File: src/hw/rtl/hrpt_pkg.sv
package hrpt_pkg;

  localparam int RES_W      = 13;
  localparam int POS_W      = 12;
  localparam int AVG_W      = 24;
  localparam int IN_DATA_W  = 8;
  localparam int CFG_DATA_W = 16;
  localparam int OUT_DATA_W = 40;
  localparam int OUT_USER_W = 1;

  localparam logic [RES_W-1:0] RES_RESET = RES_W'(256);
  localparam logic [POS_W-1:0] POS_MAX   = '1;
  localparam logic [AVG_W-1:0] AVG_MAX   = '1;

  typedef enum logic [2:0] {
    S_IDLE,
    S_UPDATE,
    S_START,
    S_MUL,
    S_DIV,
    S_FINISH
  } state_t;

endpackage

File: src/hw/rtl/hrpt_serdiv.sv
module hrpt_serdiv #(
  parameter int DW = 16,
  parameter int VW = 8,
  parameter int QW = 8
) (
  input  logic          clk,
  input  logic          rst_n,
  input  logic          start,
  input  logic [DW-1:0] dividend,
  input  logic [VW-1:0] divisor,
  output logic          busy,
  output logic [QW-1:0] quotient,
  output logic          overflow
);

  localparam int HW    = DW - QW;
  localparam int CW    = (HW > VW) ? HW : VW;
  localparam int CNT_W = $clog2(QW + 1);

  logic [VW-1:0]    rem_r, rem_nxt;
  logic [QW-1:0]    q_r, q_nxt;
  logic [VW-1:0]    dvs_r, dvs_nxt;
  logic             ovf_r, ovf_nxt;
  logic [CNT_W-1:0] cnt_r, cnt_nxt;
  logic             busy_r, busy_nxt;

  logic [CW-1:0]    hi_ext;
  logic [CW-1:0]    dvs_ext;
  logic             hi_ge;
  logic [VW:0]      rem_sh;
  logic [VW+1:0]    diff;
  logic             ge;

  assign hi_ext  = CW'(dividend[DW-1:QW]);
  assign dvs_ext = CW'(divisor);
  assign hi_ge   = (hi_ext >= dvs_ext);
  assign rem_sh  = {rem_r, q_r[QW-1]};
  assign diff    = {1'b0, rem_sh} - {2'b00, dvs_r};
  assign ge      = ~diff[VW+1];

  always_comb begin
    rem_nxt  = rem_r;
    q_nxt    = q_r;
    dvs_nxt  = dvs_r;
    ovf_nxt  = ovf_r;
    cnt_nxt  = cnt_r;
    busy_nxt = busy_r;
    if (start) begin
      rem_nxt  = hi_ge ? '0 : hi_ext[VW-1:0];
      q_nxt    = dividend[QW-1:0];
      dvs_nxt  = divisor;
      ovf_nxt  = hi_ge;
      cnt_nxt  = CNT_W'(QW);
      busy_nxt = 1'b1;
    end else if (busy_r) begin
      rem_nxt  = ge ? diff[VW-1:0] : rem_sh[VW-1:0];
      q_nxt    = {q_r[QW-2:0], ge};
      cnt_nxt  = cnt_r - CNT_W'(1);
      busy_nxt = (cnt_r != CNT_W'(1));
    end
  end

  always_ff @(posedge clk) begin
    if (!rst_n) begin
      cnt_r  <= '0;
      busy_r <= 1'b0;
    end else begin
      cnt_r  <= cnt_nxt;
      busy_r <= busy_nxt;
    end
  end

  always_ff @(posedge clk) begin
    rem_r <= rem_nxt;
    q_r   <= q_nxt;
    dvs_r <= dvs_nxt;
    ovf_r <= ovf_nxt;
  end

  assign busy     = busy_r;
  assign quotient = q_r;
  assign overflow = ovf_r;

endmodule

File: src/hw/rtl/hrpt_sermul.sv
module hrpt_sermul #(
  parameter int AW = 16,
  parameter int BW = 8
) (
  input  logic             clk,
  input  logic             rst_n,
  input  logic             start,
  input  logic [AW-1:0]    a,
  input  logic [BW-1:0]    b,
  output logic             busy,
  output logic [AW+BW-1:0] product
);

  localparam int PW    = AW + BW;
  localparam int CNT_W = $clog2(BW + 1);

  logic [PW-1:0]    acc_r, acc_nxt;
  logic [AW-1:0]    a_r, a_nxt;
  logic [BW-1:0]    b_r, b_nxt;
  logic [CNT_W-1:0] cnt_r, cnt_nxt;
  logic             busy_r, busy_nxt;

  always_comb begin
    acc_nxt  = acc_r;
    a_nxt    = a_r;
    b_nxt    = b_r;
    cnt_nxt  = cnt_r;
    busy_nxt = busy_r;
    if (start) begin
      acc_nxt  = '0;
      a_nxt    = a;
      b_nxt    = b;
      cnt_nxt  = CNT_W'(BW);
      busy_nxt = 1'b1;
    end else if (busy_r) begin
      acc_nxt  = {acc_r[PW-2:0], 1'b0} + (b_r[BW-1] ? PW'(a_r) : '0);
      b_nxt    = b_r << 1;
      cnt_nxt  = cnt_r - CNT_W'(1);
      busy_nxt = (cnt_r != CNT_W'(1));
    end
  end

  always_ff @(posedge clk) begin
    if (!rst_n) begin
      cnt_r  <= '0;
      busy_r <= 1'b0;
    end else begin
      cnt_r  <= cnt_nxt;
      busy_r <= busy_nxt;
    end
  end

  always_ff @(posedge clk) begin
    acc_r <= acc_nxt;
    a_r   <= a_nxt;
    b_r   <= b_nxt;
  end

  assign busy    = busy_r;
  assign product = acc_r;

endmodule

File: src/hw/rtl/hall_rotation_phase_tracker.sv
// An input beat is accepted only in the idle state, so no new beat is taken until the result of
// the last one is loaded into the output register. Each beat runs the bit-serial multiply
// over the tick count and then the 13-step position divider; output back-pressure stalls it too.
// Reset is synchronous and active low; it clears the tick counter, running sum, fill count
// and write slot and sets the resolution to 256. The interval memory is not cleared; the
// fill count keeps unwritten entries from ever being read.
module hall_rotation_phase_tracker
  import hrpt_pkg::*;
#(
  parameter int HISTORY_DEPTH = 50,
  parameter int TICK_WIDTH    = 24
) (
  input  logic                  clk,
  input  logic                  rst_n,
  input  logic                  in_tvalid,
  output logic                  in_tready,
  input  logic [IN_DATA_W-1:0]  in_tdata,   // [0] rising_edge
  output logic                  out_tvalid,
  input  logic                  out_tready,
  output logic [OUT_DATA_W-1:0] out_tdata,  // [11:0] temporal_position, [35:12] average_interval
  output logic [OUT_USER_W-1:0] out_tuser,  // [0] window_full
  input  logic                  cfg_tvalid,
  output logic                  cfg_tready,
  input  logic [CFG_DATA_W-1:0] cfg_tdata   // [12:0] temporal_resolution
);

  localparam int FILL_W = $clog2(HISTORY_DEPTH + 1);
  localparam int SLOT_W = (HISTORY_DEPTH > 1) ? $clog2(HISTORY_DEPTH) : 1;
  localparam int SUM_W  = TICK_WIDTH + FILL_W;
  localparam int RF_W   = RES_W + FILL_W;
  localparam int PROD_W = RF_W + TICK_WIDTH;
  localparam int NUM_W  = PROD_W + 2;
  localparam int DVS_W  = SUM_W + 1;
  localparam int XW     = (TICK_WIDTH > AVG_W) ? TICK_WIDTH : AVG_W;
  localparam int PAD_W  = OUT_DATA_W - AVG_W - POS_W;

  localparam logic [TICK_WIDTH-1:0] TICK_MAX = '1;

  state_t state_r, state_nxt;

  logic [RES_W-1:0]      res_r;
  logic                  edge_r;
  logic [TICK_WIDTH-1:0] ticks_r, ticks_nxt;
  logic [SUM_W-1:0]      sum_r, sum_nxt;
  logic [FILL_W-1:0]     fill_r, fill_nxt;
  logic [SLOT_W-1:0]     slot_r, slot_nxt;

  logic [TICK_WIDTH-1:0] ring [HISTORY_DEPTH];
  logic [TICK_WIDTH-1:0] ring_rd_r;
  logic [TICK_WIDTH-1:0] iv;

  logic upd_en, ring_we, unit_start, pos_start, out_load;

  logic                  mul_busy;
  logic [PROD_W-1:0]     mul_prod;
  logic                  avg_busy, avg_ovf;
  logic [TICK_WIDTH-1:0] avg_quot;
  logic                  pos_busy, pos_ovf;
  logic [RES_W-1:0]      pos_quot;

  logic [RES_W-1:0] pos_q, res_lim, pos_min;
  logic [POS_W-1:0] pos_val;
  logic [XW-1:0]    avg_x;
  logic [AVG_W-1:0] avg_val;
  logic             full_val;

  logic             out_tvalid_r;
  logic [POS_W-1:0] out_pos_r;
  logic [AVG_W-1:0] out_avg_r;
  logic             out_full_r;

  always_comb begin
    state_nxt = state_r;
    unique case (state_r)
      S_IDLE:   if (in_tvalid) state_nxt = S_UPDATE;
      S_UPDATE: state_nxt = S_START;
      S_START:  state_nxt = S_MUL;
      S_MUL:    if (!mul_busy) state_nxt = S_DIV;
      S_DIV:    if (!avg_busy && !pos_busy) state_nxt = S_FINISH;
      S_FINISH: if (!out_tvalid_r || out_tready) state_nxt = S_IDLE;
      default:  state_nxt = S_IDLE;
    endcase
  end

  always_comb begin
    in_tready  = 1'b0;
    upd_en     = 1'b0;
    ring_we    = 1'b0;
    unit_start = 1'b0;
    pos_start  = 1'b0;
    out_load   = 1'b0;
    unique case (state_r)
      S_IDLE:   in_tready = 1'b1;
      S_UPDATE: begin
        upd_en  = 1'b1;
        ring_we = edge_r;
      end
      S_START:  unit_start = 1'b1;
      S_MUL:    pos_start = !mul_busy;
      S_DIV:    ;
      S_FINISH: out_load = !out_tvalid_r || out_tready;
      default:  ;
    endcase
  end

  assign iv = (ticks_r == TICK_MAX) ? TICK_MAX : ticks_r + TICK_WIDTH'(1);

  always_comb begin
    ticks_nxt = ticks_r;
    sum_nxt   = sum_r;
    fill_nxt  = fill_r;
    slot_nxt  = slot_r;
    if (upd_en) begin
      if (edge_r) begin
        ticks_nxt = '0;
        if (fill_r == FILL_W'(HISTORY_DEPTH)) begin
          sum_nxt = sum_r - SUM_W'(ring_rd_r) + SUM_W'(iv);
        end else begin
          sum_nxt  = sum_r + SUM_W'(iv);
          fill_nxt = fill_r + FILL_W'(1);
        end
        slot_nxt = (slot_r == SLOT_W'(HISTORY_DEPTH - 1)) ? '0 : slot_r + SLOT_W'(1);
      end else if (ticks_r != TICK_MAX) begin
        ticks_nxt = ticks_r + TICK_WIDTH'(1);
      end
    end
  end

  always_ff @(posedge clk) begin
    if (ring_we) begin
      ring[slot_r] <= iv;
    end
    ring_rd_r <= ring[slot_r];
  end

  always_ff @(posedge clk) begin
    if (!rst_n) begin
      state_r <= S_IDLE;
      res_r   <= RES_RESET;
      ticks_r <= '0;
      sum_r   <= '0;
      fill_r  <= '0;
      slot_r  <= '0;
    end else begin
      state_r <= state_nxt;
      if (cfg_tvalid) begin
        res_r <= cfg_tdata[RES_W-1:0];
      end
      ticks_r <= ticks_nxt;
      sum_r   <= sum_nxt;
      fill_r  <= fill_nxt;
      slot_r  <= slot_nxt;
    end
  end

  always_ff @(posedge clk) begin
    if (in_tvalid && in_tready) begin
      edge_r <= in_tdata[0];
    end
  end

  assign cfg_tready = 1'b1;

  hrpt_sermul #(
    .AW (RF_W),
    .BW (TICK_WIDTH)
  ) u_mul (
    .clk     (clk),
    .rst_n   (rst_n),
    .start   (unit_start),
    .a       (RF_W'(res_r) * RF_W'(fill_r)),
    .b       (ticks_r),
    .busy    (mul_busy),
    .product (mul_prod)
  );

  hrpt_serdiv #(
    .DW (SUM_W),
    .VW (FILL_W),
    .QW (TICK_WIDTH)
  ) u_avg_div (
    .clk      (clk),
    .rst_n    (rst_n),
    .start    (unit_start),
    .dividend (sum_r),
    .divisor  (fill_r),
    .busy     (avg_busy),
    .quotient (avg_quot),
    .overflow (avg_ovf)
  );

  hrpt_serdiv #(
    .DW (NUM_W),
    .VW (DVS_W),
    .QW (RES_W)
  ) u_pos_div (
    .clk      (clk),
    .rst_n    (rst_n),
    .start    (pos_start),
    .dividend (NUM_W'({mul_prod, 1'b0}) + NUM_W'(sum_r)),
    .divisor  ({sum_r, 1'b0}),
    .busy     (pos_busy),
    .quotient (pos_quot),
    .overflow (pos_ovf)
  );

  always_comb begin
    pos_q   = pos_ovf ? '1 : pos_quot;
    res_lim = res_r - RES_W'(1);
    pos_min = (pos_q > res_lim) ? res_lim : pos_q;
    pos_val = (pos_min > RES_W'(POS_MAX)) ? POS_MAX : pos_min[POS_W-1:0];
    if (fill_r == '0 || sum_r == '0 || res_r == '0) begin
      pos_val = '0;
    end
    avg_x = XW'(avg_quot);
    if (fill_r == '0 || avg_ovf) begin
      avg_val = '0;
    end else if (avg_x > XW'(AVG_MAX)) begin
      avg_val = AVG_MAX;
    end else begin
      avg_val = avg_x[AVG_W-1:0];
    end
    full_val = (fill_r == FILL_W'(HISTORY_DEPTH));
  end

  always_ff @(posedge clk) begin
    if (!rst_n) begin
      out_tvalid_r <= 1'b0;
    end else if (out_load) begin
      out_tvalid_r <= 1'b1;
    end else if (out_tready) begin
      out_tvalid_r <= 1'b0;
    end
  end

  always_ff @(posedge clk) begin
    if (out_load) begin
      out_pos_r  <= pos_val;
      out_avg_r  <= avg_val;
      out_full_r <= full_val;
    end
  end

  assign out_tvalid = out_tvalid_r;
  assign out_tdata  = {{PAD_W{1'b0}}, out_avg_r, out_pos_r};
  assign out_tuser  = out_full_r;

`ifndef SYNTH
  a_fill_bound: assert property (@(posedge clk) disable iff (!rst_n)
    fill_r <= FILL_W'(HISTORY_DEPTH))
    else $error("fill count above window depth");

  a_units_idle: assert property (@(posedge clk) disable iff (!rst_n)
    (in_tvalid && in_tready) |-> !(mul_busy || avg_busy || pos_busy))
    else $error("input beat taken while arithmetic units busy");

  a_edge_clears: assert property (@(posedge clk) disable iff (!rst_n)
    (state_r == S_UPDATE && edge_r) |=> (ticks_r == '0))
    else $error("tick counter not restarted on edge");
`endif

endmodule

File: config.mk
export PLATFORM = sky130hd
export DESIGN_NAME = hall_rotation_phase_tracker
export DESIGN_NICKNAME = d
export VERILOG_FILES = /design/src/hw/rtl/hrpt_pkg.sv /design/src/hw/rtl/hrpt_serdiv.sv /design/src/hw/rtl/hrpt_sermul.sv /design/src/hw/rtl/hall_rotation_phase_tracker.sv
export SDC_FILE = /design/constraint.sdc
export NUM_CORES = 2
export LEC_CHECK = 0
export ABC_AREA = 0
export BUFFER_PORTS_ARGS = -buffer_cell sky130_fd_sc_hd__buf_2
export CAP_MARGIN = 25
export CORE_MARGIN = 10
export CORE_UTILIZATION = 60
export CTS_BUF_LIST = sky130_fd_sc_hd__clkbuf_4
export CTS_CLUSTER_SIZE = 14
export DETAILED_ROUTE_END_ITERATION = 7
export PLACE_DENSITY = 0.76
export SETUP_SLACK_MARGIN = 0.3
export SYNTH_ARGS = -nofsm -noshare
export SYNTH_HDL_FRONTEND = slang
export SYNTH_SLANG_ARGS = --single-unit
File: constraint.sdc
create_clock -name clk -period 9.7 [get_ports clk]
set_input_delay 0 -clock clk [delete_from_list [all_inputs] [get_ports clk]]
set_output_delay 0 -clock clk [all_outputs]
set_load 0.01 [all_outputs]
==> flow_metrics.tcl <==
set metrics [dict create \
    num_io_pins 73 \
    clock_tree.root_cell "clkbuf_4" \
    synth_area_leaders "edfxtp_1 60%, dfxtp_1 4.8%, a22oi_1 4.3%" \
    power_w 0.0157 \
    maxSlewViolCount 0 \
    drt_iter0_markers 5659 \
    crit_fanout 52 \
    power.clock.fraction 0.345 \
    hold_class "input port to flip-flop" \
    synth_area_leader_cell "edfxtp_1" \
    antenna_found_initial 4 \
    dp.final_hpwl_um 111000 \
    ys_seq_area_frac 0.647 \
    routed_via_density 6.52 \
    post_drt_wl_per_cell_um 26.0 \
    p_per_area_nw_per_um2 202 \
    worstPathRequired_ns 10.85 \
    cts_resized 0 \
    numClockSinks 1560 \
    numCtsBuffers 395 \
    clk_pin_slew_ns 0.06 \
    crit_path_end_kind "flip-flop" \
    min_period_ns 6.94 \
    seqCellArea_um2 45200 \
    synthFlopType "edfxtp_1" \
    worst_ep_arrival_time_ns 8.09 \
    maxCapViolations 0 \
    power_frac_seq 0.495 \
    rsz0062_at_grt "no" \
    area_growth_pct 11.4 \
    switching_share 0.278 \
    ant_nets 0 \
    synth_cell_types 84 \
    power_frac_comb 0.160 \
    drcViolationCount 0 \
    final_area_um2 77800 \
    nNetsFinal 5932 \
    grt_pass1_wl_um 286000 \
    max_freq_mhz 144 \
    wirelength_um 193000 \
    dieArea_um2 130000 \
    rows 125 \
    dr.pass1.iters 6 \
    fp.dieH_um 361 \
    cts_max_path_buffers 4 \
    p_int_w 0.0114 \
    skew_ns 0.118 \
    io_buffers 57 \
    via_count 48284 \
    grt_max_degree 117 \
    drive_gt1_frac 0.159 \
    ys_warn_count 0 \
    fillCellCount 8105 \
    start_kind "flip-flop" \
    tightest_slew_ns 1.09 \
    dpl_cell_area_um2 72200 \
    path_class "flip-flop to flip-flop" \
    clk_latency_ns 1.35 \
    grt_remaining_overflow 0 \
    syn_inst 5237 \
    grt.total_usage 0.288 \
    initial_core_util 0.602 \
    period_share 0.715 \
    async_flop_share 0 \
    die_width_um 361 \
    power.leakage_nw 28.1 \
    syn_area_um2 69800 \
    core-area_um2 116000 \
    place_congestion 0.913 \
    post-cts-setup-buffer-count 0 \
    hold_viol 0 \
    ys_ff_latch 1560 \
    setup-violations-final 0 \
    synth_top_cell_area_share 0.599 \
    run_status "completed" \
    cts_tree "done" \
    peakVddDrop_uv 138 \
    grt_pass1_vias 47233 \
    setup-tns-final_ns 0 \
    multiInputGateArea_um2 22900 \
    slew_headroom 0.268 \
    htreeDepth 5 \
    p_sw_w 0.00438 \
    synth_edf_count 1393 \
    synth_area_per_cell_um2 13.3 \
    ctsHoldBuffers 62 \
]
==> sequential cells by signal (all words and copies together) (netlist names), 3 cells and up <==
name	cells
ring	1200
u_mul.product	43
u_pos_div.rem_r	31
sum_r	30
u_pos_div.dvs_r	30
out_avg_r	24
ring_rd_r	24
ticks_r	24
u_avg_div.quotient	24
u_mul.b_r	24
u_mul.a_r	19
res_r	13
u_pos_div.quotient	13
out_pos_r	12
fill_r	6
slot_r	6
u_avg_div.dvs_r	6
u_avg_div.rem_r	6
u_avg_div.cnt_r	5
u_mul.cnt_r	5
u_pos_div.cnt_r	4
state_r	3
==> cells in the mapped netlist (27+ instances only) <==
cell / instances
a21oi_1: 231
a21o_1: 70
fa_1: 74
a22o_1: 88
o21ai_0: 195
nand4_1: 100
nand2b_1: 35
nor2b_1: 31
mux2i_1: 83
edfxtp_1: 1393
nand2_1: 333
nor2_1: 287
a31oi_1: 59
o211ai_1: 38
buf_2: 34
a211oi_1: 38
xnor2_1: 122
nand3_1: 84
a221oi_1: 102
nor3_1: 61
ha_1: 233
buf_1: 56
xor2_1: 81
a22oi_1: 404
and3_1: 35
dfxtp_1: 167
o2bb2ai_1: 27
inv_1: 219
clkbuf_1: 188
and2_1: 61
==> critical path: stages (launching register included) <==
cell	delay, ns
dfxtp_1	0.44
ha_1	0.30
nand3_1	0.16
nor3_2	0.34
and3_1	0.27
and2_1	0.29
and3_1	0.28
nand4_1	0.17
buf_4	0.32
nand2_2	0.78
fa_1	0.56
ha_1	0.37
and3_1	0.22
o21a_1	0.13
o31ai_1	0.10
a31oi_1	0.43
o21ai_0	0.27
o31ai_1	0.39
nor2_1	0.13
o41ai_1	0.50
xnor2_1	0.17
o221ai_1	0.15
==> final timing paths <==
path / start / endpoint / slack, ns / cells past startpoint
worst min-delay path: in_tvalid / edge_r / 0.18 / 4
worst min register to register: u_mul.cnt_r[1] / u_mul.cnt_r[1] / 0.50 / 2
worst max-delay path: ticks_r[0] / sum_r[28] / 2.76 / 21
worst max register to register: ticks_r[0] / sum_r[28] / 2.76 / 21
==> cell type report <==
cell class / count / share of cell area
flip-flops and latches: 1560 / 0.581
clock buffers: 584 / 0.0564
repair buffers: 249 / 0.0264
inverters: 223 / 0.0108
well taps: 1524 / 0.0245
clock inverters: 98 / 0.00631
multi-input cells: 3167 / 0.295
diodes: 6 / 0.000193
==> cell usage in the layout (no fill, tap or decap), types with 60 or more instances in the layout <==
cell type      synthesis  layout
a22o_1                88      88
dfxtp_1              167     162
xor2_1                81      81
clkinv_1               3      78
o21ai_0              195     193
a221oi_1             102     102
dlygate4sd3_1          0      62
buf_4                  9     117
xnor2_1              122     122
a22oi_1              404     404
nand4_1              100     100
nand2_1              333     314
inv_1                219     219
fa_1                  74      74
nand3_1               84      84
clkbuf_4               0     585
mux2i_1               83      82
and2_1                61      60
edfxtp_1            1393    1393
ha_1                 233     233
nor2_1               287     236
a21o_1                70      70
a21oi_1              231     230
==> power groups by stage <==
stage	Clock [W]	Sequential (W)	Combinational, W
3_5_place_dp	0	0.00793	0.00243
5_1_grt	0.00589	0.00781	0.00276
2_1_floorplan	0	0.00782	0.00182
4_1_cts	0.00551	0.00778	0.00247
6_report	0.00544	0.00779	0.00252
3_3_place_gp	0	0.00792	0.00237
==> logic make-up after synthesis <==
family                   share of synthesized area
flip-flops                                   0.647
AO/OA/AOI/OAI                                0.144
AND/OR/NAND/NOR                             0.0786
buffers and inverters                       0.0293
adder cells (fa/ha/maj)                     0.0630
XOR/XNOR                                    0.0255
multiplexers                                0.0119
other                                     0.000108
==> routing by layer <==
metal | vias to the layer above | share of wire | global-route usage
met1 | 23610 | 0.37 | 0.362
met2 | 2950 | 0.48 | 0.470
met5 | - | 0.000093 | 0
met4 | 2 | 0.045 | 0.133
li1 | 21206 | - | -
met3 | 516 | 0.11 | 0.0710
==> stage by stage <==
step	setup slack (ns)	util	std cells	hold WS (ns)
after floorplan	3.50	-	5240	0.0989
after global placement	2.94	0.622	6653	0.176
after detailed placement	2.84	0.623	6655	0.179
after CTS	2.82	0.670	7399	0.0270
after global routing	2.35	0.671	7408	0.122
final	2.76	0.671	7411	0.177
Power figures use the tool's default switching activity.
